--- src/hw/rtl/fxlz_pkg.sv ---
`timescale 1ns / 1ps
// ----------------------------------------------------------------------------
// fxlz_pkg
// Shared constants and the queue item type of the xor leading-zero packer.
// ----------------------------------------------------------------------------
package fxlz_pkg;

	localparam int WORD_BITS  = 32;
	localparam int ZC_BITS    = 4;
	localparam int ZERO_CAP   = (1 << ZC_BITS) - 1;
	localparam int CODE_BITS  = WORD_BITS + ZC_BITS;
	localparam int LEN_BITS   = 6;
	localparam int FILL_BITS  = 5;
	localparam int CNT_BITS   = 7;
	localparam int WBUF_BITS  = 2 * WORD_BITS + ZC_BITS;
	localparam int IN_DATA_W  = 64;
	localparam int OUT_DATA_W = 40;

	// one classified item between front and back
	typedef struct packed {
		logic                 byp;
		logic                 last;
		logic [CODE_BITS-1:0] code;
		logic [LEN_BITS-1:0]  len;
	} item_t;

endpackage

--- src/hw/rtl/fxlz_front.sv ---
`timescale 1ns / 1ps
// ----------------------------------------------------------------------------
// fxlz_front
// Holds the mode register and turns each input item into a code and length.
// ----------------------------------------------------------------------------
module fxlz_front import fxlz_pkg::*; (
	input  logic                 clk,
	input  logic                 arst_n,
	input  logic                 cfg_valid,
	output logic                 cfg_ready,
	input  logic                 cfg_data,
	input  logic [WORD_BITS-1:0] value_word,
	input  logic [WORD_BITS-1:0] reference_word,
	input  logic                 last_item,
	output item_t                item
);

	logic                 compress_enable_q;
	logic [WORD_BITS-1:0] x;
	logic [WORD_BITS-1:0] x_rev;
	logic [WORD_BITS-1:0] body;
	logic [ZC_BITS-1:0]   zeros;

	assign cfg_ready = 1'b1;

	always_ff @(posedge clk or negedge arst_n) begin
		if (!arst_n) begin
			compress_enable_q <= 1'b1;
		end else if (cfg_valid) begin
			compress_enable_q <= cfg_data;
		end
	end

	assign x = value_word ^ reference_word;

	// leading zero count, stops at the cap
	always_comb begin
		zeros = ZC_BITS'(ZERO_CAP);
		for (int i = ZERO_CAP - 1; i >= 0; i--) begin
			if (x[WORD_BITS-1-i]) begin
				zeros = ZC_BITS'(i);
			end
		end
	end

	// first emitted bit sits lowest, so the xor is sent bit-reversed
	always_comb begin
		for (int i = 0; i < WORD_BITS; i++) begin
			x_rev[i] = x[WORD_BITS-1-i];
		end
	end

	assign body = x_rev >> zeros;

	always_comb begin
		item.byp  = !compress_enable_q;
		item.last = last_item;
		if (compress_enable_q) begin
			item.code = {body, zeros[0], zeros[1], zeros[2], zeros[3]};
			item.len  = LEN_BITS'(CODE_BITS) - LEN_BITS'(zeros);
		end else begin
			item.code = CODE_BITS'(value_word);
			item.len  = LEN_BITS'(WORD_BITS);
		end
	end

endmodule

--- src/hw/rtl/fxlz_queue.sv ---
`timescale 1ns / 1ps
// ----------------------------------------------------------------------------
// fxlz_queue
// Short item queue that decouples the classifying front from the packer.
// ----------------------------------------------------------------------------
module fxlz_queue import fxlz_pkg::*; #(
	parameter int DEPTH = 2
) (
	input  logic  clk,
	input  logic  arst_n,
	input  logic  push,
	input  item_t push_item,
	output logic  in_ready,
	input  logic  pop,
	output logic  out_valid,
	output item_t head
);

	localparam int PTR_W = $clog2(DEPTH);
	localparam int CNT_W = $clog2(DEPTH + 1);

	item_t            mem_q [DEPTH];
	logic [PTR_W-1:0] wr_ptr_q;
	logic [PTR_W-1:0] rd_ptr_q;
	logic [CNT_W-1:0] count_q;
	logic             full;
	logic             empty;
	logic             push_ok;
	logic             pop_ok;

	assign full      = (count_q == CNT_W'(DEPTH));
	assign empty     = (count_q == '0);
	assign push_ok   = push && !full;
	assign pop_ok    = pop && !empty;
	assign in_ready  = !full;
	assign out_valid = !empty;
	assign head      = mem_q[rd_ptr_q];

	always_ff @(posedge clk) begin
		if (push_ok) begin
			mem_q[wr_ptr_q] <= push_item;
		end
	end

	always_ff @(posedge clk or negedge arst_n) begin
		if (!arst_n) begin
			wr_ptr_q <= '0;
			rd_ptr_q <= '0;
			count_q  <= '0;
		end else begin
			if (push_ok) begin
				wr_ptr_q <= (wr_ptr_q == PTR_W'(DEPTH - 1)) ? '0 : wr_ptr_q + 1'b1;
			end
			if (pop_ok) begin
				rd_ptr_q <= (rd_ptr_q == PTR_W'(DEPTH - 1)) ? '0 : rd_ptr_q + 1'b1;
			end
			case ({push_ok, pop_ok})
				2'b10:   count_q <= count_q + 1'b1;
				2'b01:   count_q <= count_q - 1'b1;
				default: count_q <= count_q;
			endcase
		end
	end

	a_count_bound: assert property (@(posedge clk) disable iff (!arst_n)
		count_q <= CNT_W'(DEPTH))
		else $error("queue count beyond depth");

	a_pop_moves: assert property (@(posedge clk) disable iff (!arst_n)
		pop_ok && !push_ok |=> count_q == $past(count_q) - 1'b1)
		else $error("pop did not lower count");

	a_push_full: assert property (@(posedge clk) disable iff (!arst_n)
		full && !pop_ok |=> count_q == $past(count_q))
		else $error("full queue changed without pop");

endmodule

--- src/hw/rtl/fxlz_back.sv ---
`timescale 1ns / 1ps
// ----------------------------------------------------------------------------
// fxlz_back
// Packs codes into 32-bit words in an output reg, one word a cycle unless stalled.
// ----------------------------------------------------------------------------
module fxlz_back import fxlz_pkg::*; (
	input  logic                  clk,
	input  logic                  arst_n,
	input  logic                  q_valid,
	input  item_t                 head,
	output logic                  pop,
	output logic                  m_tvalid,
	input  logic                  m_tready,
	output logic [OUT_DATA_W-1:0] m_tdata,   // packed_word[31:0], valid_bits[37:32], zero
	output logic                  m_tlast    // last_word
);

	logic                 busy_q;
	logic [WBUF_BITS-1:0] w_q;
	logic [CNT_BITS-1:0]  cnt_q;
	logic                 last_q;
	logic                 byp_q;
	logic [WORD_BITS-1:0] bword_q;
	logic [WORD_BITS-1:0] acc_q;
	logic [FILL_BITS-1:0] fill_q;
	logic                 out_valid_q;
	logic [WORD_BITS-1:0] out_word_q;
	logic [LEN_BITS-1:0]  out_bits_q;
	logic                 out_last_q;

	logic                 cur_valid;
	logic                 cur_byp;
	logic                 cur_last;
	logic [WBUF_BITS-1:0] cur_w;
	logic [CNT_BITS-1:0]  cur_cnt;
	logic [WORD_BITS-1:0] cur_bword;
	logic [WBUF_BITS-1:0] load_w;
	logic [CNT_BITS-1:0]  load_cnt;
	logic [CNT_BITS-1:0]  rem;
	logic                 slot_free;
	logic                 step;
	logic                 emit;
	logic [WORD_BITS-1:0] e_word;
	logic [LEN_BITS-1:0]  e_bits;
	logic                 e_last;
	logic                 nx_busy;
	logic [WBUF_BITS-1:0] nx_w;
	logic [CNT_BITS-1:0]  nx_cnt;
	logic [WORD_BITS-1:0] nx_acc;
	logic [FILL_BITS-1:0] nx_fill;

	assign slot_free = !out_valid_q || m_tready;
	assign cur_valid = busy_q || q_valid;

	// a fresh item merges with the partial word as it leaves the queue
	always_comb begin
		if (head.byp) begin
			load_w   = WBUF_BITS'(acc_q);
			load_cnt = CNT_BITS'(fill_q);
		end else begin
			load_w   = WBUF_BITS'(acc_q) | (WBUF_BITS'(head.code) << fill_q);
			load_cnt = CNT_BITS'(fill_q) + CNT_BITS'(head.len);
		end
	end

	assign cur_byp   = busy_q ? byp_q   : head.byp;
	assign cur_last  = busy_q ? last_q  : head.last;
	assign cur_w     = busy_q ? w_q     : load_w;
	assign cur_cnt   = busy_q ? cnt_q   : load_cnt;
	assign cur_bword = busy_q ? bword_q : head.code[WORD_BITS-1:0];
	assign rem       = cur_cnt - CNT_BITS'(WORD_BITS);

	always_comb begin
		step    = 1'b0;
		emit    = 1'b0;
		e_word  = cur_w[WORD_BITS-1:0];
		e_bits  = LEN_BITS'(WORD_BITS);
		e_last  = 1'b0;
		nx_busy = busy_q;
		nx_w    = w_q;
		nx_cnt  = cnt_q;
		nx_acc  = acc_q;
		nx_fill = fill_q;
		if (cur_valid) begin
			if (cur_byp) begin
				if (slot_free) begin
					step = 1'b1;
					emit = 1'b1;
					if (cur_cnt != '0) begin
						// pending bits leave first as a partial word
						e_bits  = cur_cnt[LEN_BITS-1:0];
						nx_busy = 1'b1;
						nx_w    = cur_w;
						nx_cnt  = '0;
					end else begin
						e_word  = cur_bword;
						e_last  = cur_last;
						nx_busy = 1'b0;
						nx_acc  = '0;
						nx_fill = '0;
					end
				end
			end else if (cur_cnt >= CNT_BITS'(WORD_BITS)) begin
				if (slot_free) begin
					step   = 1'b1;
					emit   = 1'b1;
					e_last = cur_last && (rem == '0);
					if (rem >= CNT_BITS'(WORD_BITS) || (cur_last && rem != '0)) begin
						nx_busy = 1'b1;
						nx_w    = cur_w >> WORD_BITS;
						nx_cnt  = rem;
					end else begin
						nx_busy = 1'b0;
						nx_acc  = cur_w[2*WORD_BITS-1:WORD_BITS];
						nx_fill = rem[FILL_BITS-1:0];
					end
				end
			end else if (cur_last) begin
				if (slot_free) begin
					step    = 1'b1;
					emit    = 1'b1;
					e_bits  = cur_cnt[LEN_BITS-1:0];
					e_last  = 1'b1;
					nx_busy = 1'b0;
					nx_acc  = '0;
					nx_fill = '0;
				end
			end else begin
				// short code, stays in the partial word
				step    = 1'b1;
				nx_busy = 1'b0;
				nx_acc  = cur_w[WORD_BITS-1:0];
				nx_fill = cur_cnt[FILL_BITS-1:0];
			end
		end
	end

	assign pop = step && !busy_q;

	always_ff @(posedge clk or negedge arst_n) begin
		if (!arst_n) begin
			busy_q      <= 1'b0;
			acc_q       <= '0;
			fill_q      <= '0;
			out_valid_q <= 1'b0;
		end else begin
			if (step) begin
				busy_q <= nx_busy;
				acc_q  <= nx_acc;
				fill_q <= nx_fill;
			end
			if (emit) begin
				out_valid_q <= 1'b1;
			end else if (m_tready) begin
				out_valid_q <= 1'b0;
			end
		end
	end

	always_ff @(posedge clk) begin
		if (step) begin
			w_q     <= nx_w;
			cnt_q   <= nx_cnt;
			last_q  <= cur_last;
			byp_q   <= cur_byp;
			bword_q <= cur_bword;
		end
		if (emit) begin
			out_word_q <= e_word;
			out_bits_q <= e_bits;
			out_last_q <= e_last;
		end
	end

	assign m_tvalid = out_valid_q;
	assign m_tdata  = {2'b00, out_bits_q, out_word_q};
	assign m_tlast  = out_last_q;

	a_partial_reason: assert property (@(posedge clk) disable iff (!arst_n)
		emit && e_bits != LEN_BITS'(WORD_BITS) |-> e_last || cur_byp)
		else $error("partial word without flush or bypass");

	a_busy_has_work: assert property (@(posedge clk) disable iff (!arst_n)
		busy_q && !byp_q |-> cnt_q >= CNT_BITS'(WORD_BITS) || (last_q && cnt_q != '0))
		else $error("packer busy with nothing to send");

	a_last_clears: assert property (@(posedge clk) disable iff (!arst_n)
		emit && e_last |=> fill_q == '0 && !busy_q)
		else $error("partial word left after last word");

endmodule

--- src/hw/rtl/float_xor_leading_zero_packer.sv ---
`timescale 1ns / 1ps
// ----------------------------------------------------------------------------
// float_xor_leading_zero_packer
// XORs each float with its reference word and packs leading-zero codes.
// ----------------------------------------------------------------------------
// usage
//   s_* channel: one item per handshake, value and reference word, tlast
//   marks the final float of a message. m_* channel: packed 32-bit words
//   with their meaningful bit count, tlast marks the final word.
//   cfg_*: writes compress_enable (1 packs codes, 0 passes words through);
//   write it only while the block is idle.
// path: an accepted item is written into the item queue, then its first word
//   is registered in the output register that drives m_tvalid.
// throughput: s_tready is high while the item queue has room, so items are
//   taken every cycle in bursts; the packer then sends one output word per
//   cycle while m_tready does not stall (up to three words per compressed
//   item, one or two per bypass item), and a compressed item that only tops
//   up the partial word emits no word. The sustained rate is bounded by the
//   single word-wide output register.
// reset: compress mode on, partial word empty, queue and output empty.
// stall: a held m_tready keeps the output word; the packer and then the
//   queue fill, and s_tready drops until words drain.
// ----------------------------------------------------------------------------
module float_xor_leading_zero_packer import fxlz_pkg::*; #(
	parameter int QUEUE_DEPTH = 2
) (
	input  logic                  clk,
	input  logic                  arst_n,
	input  logic                  cfg_valid,
	output logic                  cfg_ready,
	input  logic                  cfg_data,    // compress_enable
	input  logic                  s_tvalid,
	output logic                  s_tready,
	input  logic [IN_DATA_W-1:0]  s_tdata,     // value_word[31:0], reference_word[63:32]
	input  logic                  s_tlast,     // last_item
	output logic                  m_tvalid,
	input  logic                  m_tready,
	output logic [OUT_DATA_W-1:0] m_tdata,     // packed_word[31:0], valid_bits[37:32], zero
	output logic                  m_tlast      // last_word
);

	item_t front_item;
	item_t head_item;
	logic  q_valid;
	logic  q_pop;
	logic  push;

	assign push = s_tvalid && s_tready;

	fxlz_front u_front (
		.clk            (clk),
		.arst_n         (arst_n),
		.cfg_valid      (cfg_valid),
		.cfg_ready      (cfg_ready),
		.cfg_data       (cfg_data),
		.value_word     (s_tdata[WORD_BITS-1:0]),
		.reference_word (s_tdata[2*WORD_BITS-1:WORD_BITS]),
		.last_item      (s_tlast),
		.item           (front_item)
	);

	fxlz_queue #(
		.DEPTH (QUEUE_DEPTH)
	) u_queue (
		.clk       (clk),
		.arst_n    (arst_n),
		.push      (push),
		.push_item (front_item),
		.in_ready  (s_tready),
		.pop       (q_pop),
		.out_valid (q_valid),
		.head      (head_item)
	);

	fxlz_back u_back (
		.clk      (clk),
		.arst_n   (arst_n),
		.q_valid  (q_valid),
		.head     (head_item),
		.pop      (q_pop),
		.m_tvalid (m_tvalid),
		.m_tready (m_tready),
		.m_tdata  (m_tdata),
		.m_tlast  (m_tlast)
	);

endmodule
--- config.mk ---
export PLATFORM = sky130hd
export DESIGN_NAME = float_xor_leading_zero_packer
export DESIGN_NICKNAME = d
export VERILOG_FILES = /design/src/hw/rtl/fxlz_pkg.sv /design/src/hw/rtl/fxlz_front.sv /design/src/hw/rtl/fxlz_queue.sv /design/src/hw/rtl/fxlz_back.sv /design/src/hw/rtl/float_xor_leading_zero_packer.sv
export SDC_FILE = /design/constraint.sdc
export NUM_CORES = 1
export LEC_CHECK = 0
export ABC_AREA = 0
export BUFFER_PORTS_ARGS = -buffer_cell sky130_fd_sc_hd__buf_2
export CAP_MARGIN = 40
export CELL_PAD_IN_SITES_DETAIL_PLACEMENT = 0
export CELL_PAD_IN_SITES_GLOBAL_PLACEMENT = 1
export CORE_AREA = 5 5 191 193
export CTS_CLUSTER_DIAMETER = 120
export DETAILED_ROUTE_END_ITERATION = 12
export DIE_AREA = 0 0 196 198
export MAX_ROUTING_LAYER = met4
export PLACE_DENSITY = 0.88
export SLEW_MARGIN = 20
export SYNTH_ARGS = -nofsm -noshare
export SYNTH_HDL_FRONTEND = slang
export SYNTH_SLANG_ARGS = --single-unit
--- constraint.sdc ---
create_clock -name clk -period 28.1 [get_ports clk]
set_input_delay 4.215 -clock clk [delete_from_list [all_inputs] [get_ports clk]]
set_output_delay 4.215 -clock clk [all_outputs]
set_load 0.01 [all_outputs]
==> impl_results.md <==
* Initial antenna violation count at 3
* Total power at 2.78 mW
* Height of the chip at 198 um
* Worst-margin pin slew at 919 ps
* Unique masters post-synth at 80
* Vias in the first global route at 14200
* Largest area contributor in the netlist: edfxtp_1
* Setup crit start kind: input pin
* Area post-placement at 19300 um2
* Grt ovf at 0
* Final hold violations at 0
* Clock Sinks at 280
* Peak Freq at 132 MHz
* Die ar. at 38800 um2
* Htree depth at 1
* Crit path launch: s_tdata[51]
* Power density over the cells at 137 nW/um2
* Share of cells above drive strength 1 at 22.4%
* Number of synthesized flops with an enable pin at 236
* Syn_area_per_cell at 11.3 um2
* Worst Path Arrival at 7840 ps
* Max_cap viols at 0
* Core Area at 34400 um2
* Buf/Inv on CP at 2
* Post CTS Setup Buffer Count at 0
* Async S/R FF share, synth at 15.7%
* Netlist Area Pre-Place at 18500 um2
* Die W at 196 um
* Fin util at 59.1%
* Commonest non-fill, non-tap cell in the layout: edfxtp_1
* Vias/cell at 6.78
* Max stage delay on crit path at 650 ps
* I/O Buffers at 111
* RR Startpoint: u_queue.rd_ptr_q
* Detailed Place HPWL at 43000 um
* Dpl cells at 2113
* Drt wl/cell at 27.1 um
* Clk root buf: clkbuf_16
* Part of the cycle the worst path needs at 26.9%
* R2R Setup Slk at 23360 ps
* Pre-Repair DR Iteration Count at 6
* Total Routing Usage GR at 30.6%
* Initial Util at 53.8%
* Worst flop-to-flop path endpoint: u_back.w_q[61]
* Worst-path clk slew at 60 ps
* CP max stage cell: and2_1
* TNS Setup at 0 ps
* WP data required at 28370 ps
* Clk Latency, worst-skew pair at 580 ps
* Antenna Nets Post-Route at 0
* Layout area overhead at 9.86%
* Final worst slack at 20530 ps
* Crit path time final at 7570 ps
* CTS tree: done
* Hold WS at 488 ps
* Critical Path Stages at 10
* Post-Syn Instances at 1633
* NumNets Final at 1774
* Worst min path class: flop to flop
* Path depth of the worst reg2reg path at 12
* Total number of vias at 14700
* Final Slew Violations at 0
* Final wirelength at 58900 um
* First-pass GRT wire length at 89000 um
* Outcome: finished clean
* Cts repair resizes at 0
* Critical path class: input pin to flop
* FP Rows at 68
* Layout Cells excl Fill at 2175
* Iteration-0 DRC Markers at 1890
* Unrepaired setup endpoints after global routing: false
* Final number of setup-violating endpoints at 0
* Synth top area share at 38.3%
* Register bit total from synthesis at 280
* Number of warnings issued by yosys at 0
* DRC at 0
* CTS Buf Count at 30
* Leak Pwr at 7.75 nW
* Max clock buf depth at 3
* Most area-consuming cells after synthesis: edfxtp_1, mux4_2, mux2i_1
* Worst-case vdd ir drop at 0.0836 mV
* Slew margin rel. at 38.7%
* Top cell family by delay on the critical path: compound AO/OA/AOI/OAI gates
* Setup Skew at 31.7 ps
* Max FO, Critical Path at 37
* Largest net degree at the start of global routing at 76
* Fillers at 2847
* Pre-CTS setup slack at 20030 ps
* Top_reg_cell synth: edfxtp_1
* Most frequent cells in the layout: edfxtp_1, mux2i_1, nand2_1
* Post-Layout Inst Area at 20300 um2
* CTS Hold Bufs at 0
* Critical Path Sink Type: flop
* Final GP Congestion at 0.997
* Crit path capture: u_queue.mem_q[1][17]
* CP cell instances: buf_2 -> xnor2_1 -> a211oi_1 -> o211ai_1 -> and2_1 -> inv_2 -> mux2i_1 -> a21o_1 -> a221oi_1 -> o21ai_0
* IO Pins at 115
* Seq/Total Area, Yosys at 44.3%
-- how the worst min path moves through the flow --
| stage | from | end | depth (start not counted) |
|---|---|---|---|
| floorplan | u_back.acc_q[8] | u_back.acc_q[8] | 1 |
| CTS | u_back.acc_q[21] | u_back.acc_q[21] | 1 |
| global route | u_back.acc_q[0] | u_back.acc_q[0] | 1 |
| global placement | u_back.acc_q[8] | u_back.acc_q[8] | 1 |
| detailed placement | u_back.acc_q[21] | u_back.acc_q[21] | 1 |
| finish | u_back.acc_q[0] | u_back.acc_q[0] | 1 |
-- cell families after synthesis --
group | after synthesis | share of synthesized area [%]
fa+ha+maj | 9 | 0.650
xor+xnor | 49 | 2.32
compound gates | 413 | 14.5
mux | 353 | 25.4
buf+inv | 138 | 3.72
flops | 280 | 44.3
other cells | 2 | 0.0406
simple gates | 389 | 9.03
-- worst reg2reg max path: cells and delay by family, from the launching register on --
kind / cells / cell delay, ps
AOI/OAI and AO/OA: 7 / 1760
adders and majority gates: 2 / 590
buffers and inverters: 1 / 570
DFF: 1 / 610
muxes: 2 / 830
-- flip-flops by register name, indices dropped and copies added (netlist names) --
register,count
u_back.m_tlast,1
u_back.out_bits_q,6
u_back.bword_q,32
u_queue.wr_ptr_q,1
u_back.last_q,1
u_back.cnt_q,7
u_back.w_q,68
u_back.m_tvalid,1
u_back.out_word_q,32
u_front.compress_enable_q,1
u_queue.mem_q,88
u_back.acc_q,32
u_back.busy_q,1
u_back.fill_q,5
u_queue.rd_ptr_q,1
u_back.byp_q,1
u_queue.count_q,2
-- cell type report --
cell class | count | area, um2 | share of cell area [%]
diodes | 2 | 5.00 | 0.0247
inverters | 18 | 67.6 | 0.333
multi-input cells | 1216 | 9650 | 47.5
repair buffers | 148 | 876 | 4.31
clock buffers | 38 | 801 | 3.94
well taps | 455 | 569 | 2.80
flip-flops and latches | 280 | 8200 | 40.4
clock inverters | 18 | 136 | 0.672
-- synthesized netlist by cell type (5+ instances only) --
master       n
xnor2_1     33
mux2_2      74
o21a_1       8
and3_1      10
a21oi_1     78
nand3_1     12
dfrtp_1     43
o2bb2ai_1   12
a22oi_1     16
a211oi_1    18
o21ai_1      8
ha_1         8
a221o_1      6
nand4_1      5
nor3_1      11
o22ai_1     38
edfxtp_1   236
nand2b_1     8
buf_2       29
buf_4        5
a21o_1      12
a22o_1      14
o21ai_0    118
buf_1       12
mux2_1      35
xor2_1      16
o221ai_1    13
buf_6       11
clkbuf_1    61
and2_1      12
mux2i_1    161
a221oi_1     6
inv_1       12
a31oi_1      8
mux4_2      77
nand2_1    157
nor2_1     151
o211ai_1    13
nor2b_1     10
o22a_1       5
-- metal layers --
layer,vias up,part of all wire (%),GRT usage [%]
met5,-,0,-
li1,6422,-,-
met4,0,5.4,12.9
met1,7218,40,42.5
met3,158,9.4,3.69
met2,944,45,46.0
-- where the power goes --
group,internal [mW],switching (mW)
Combinational,0.568,0.982
Sequential,0.736,0.117
Clock,0.211,0.168
Total,1.51,1.27
No activity file was read; power rests on OpenSTA's default activity.
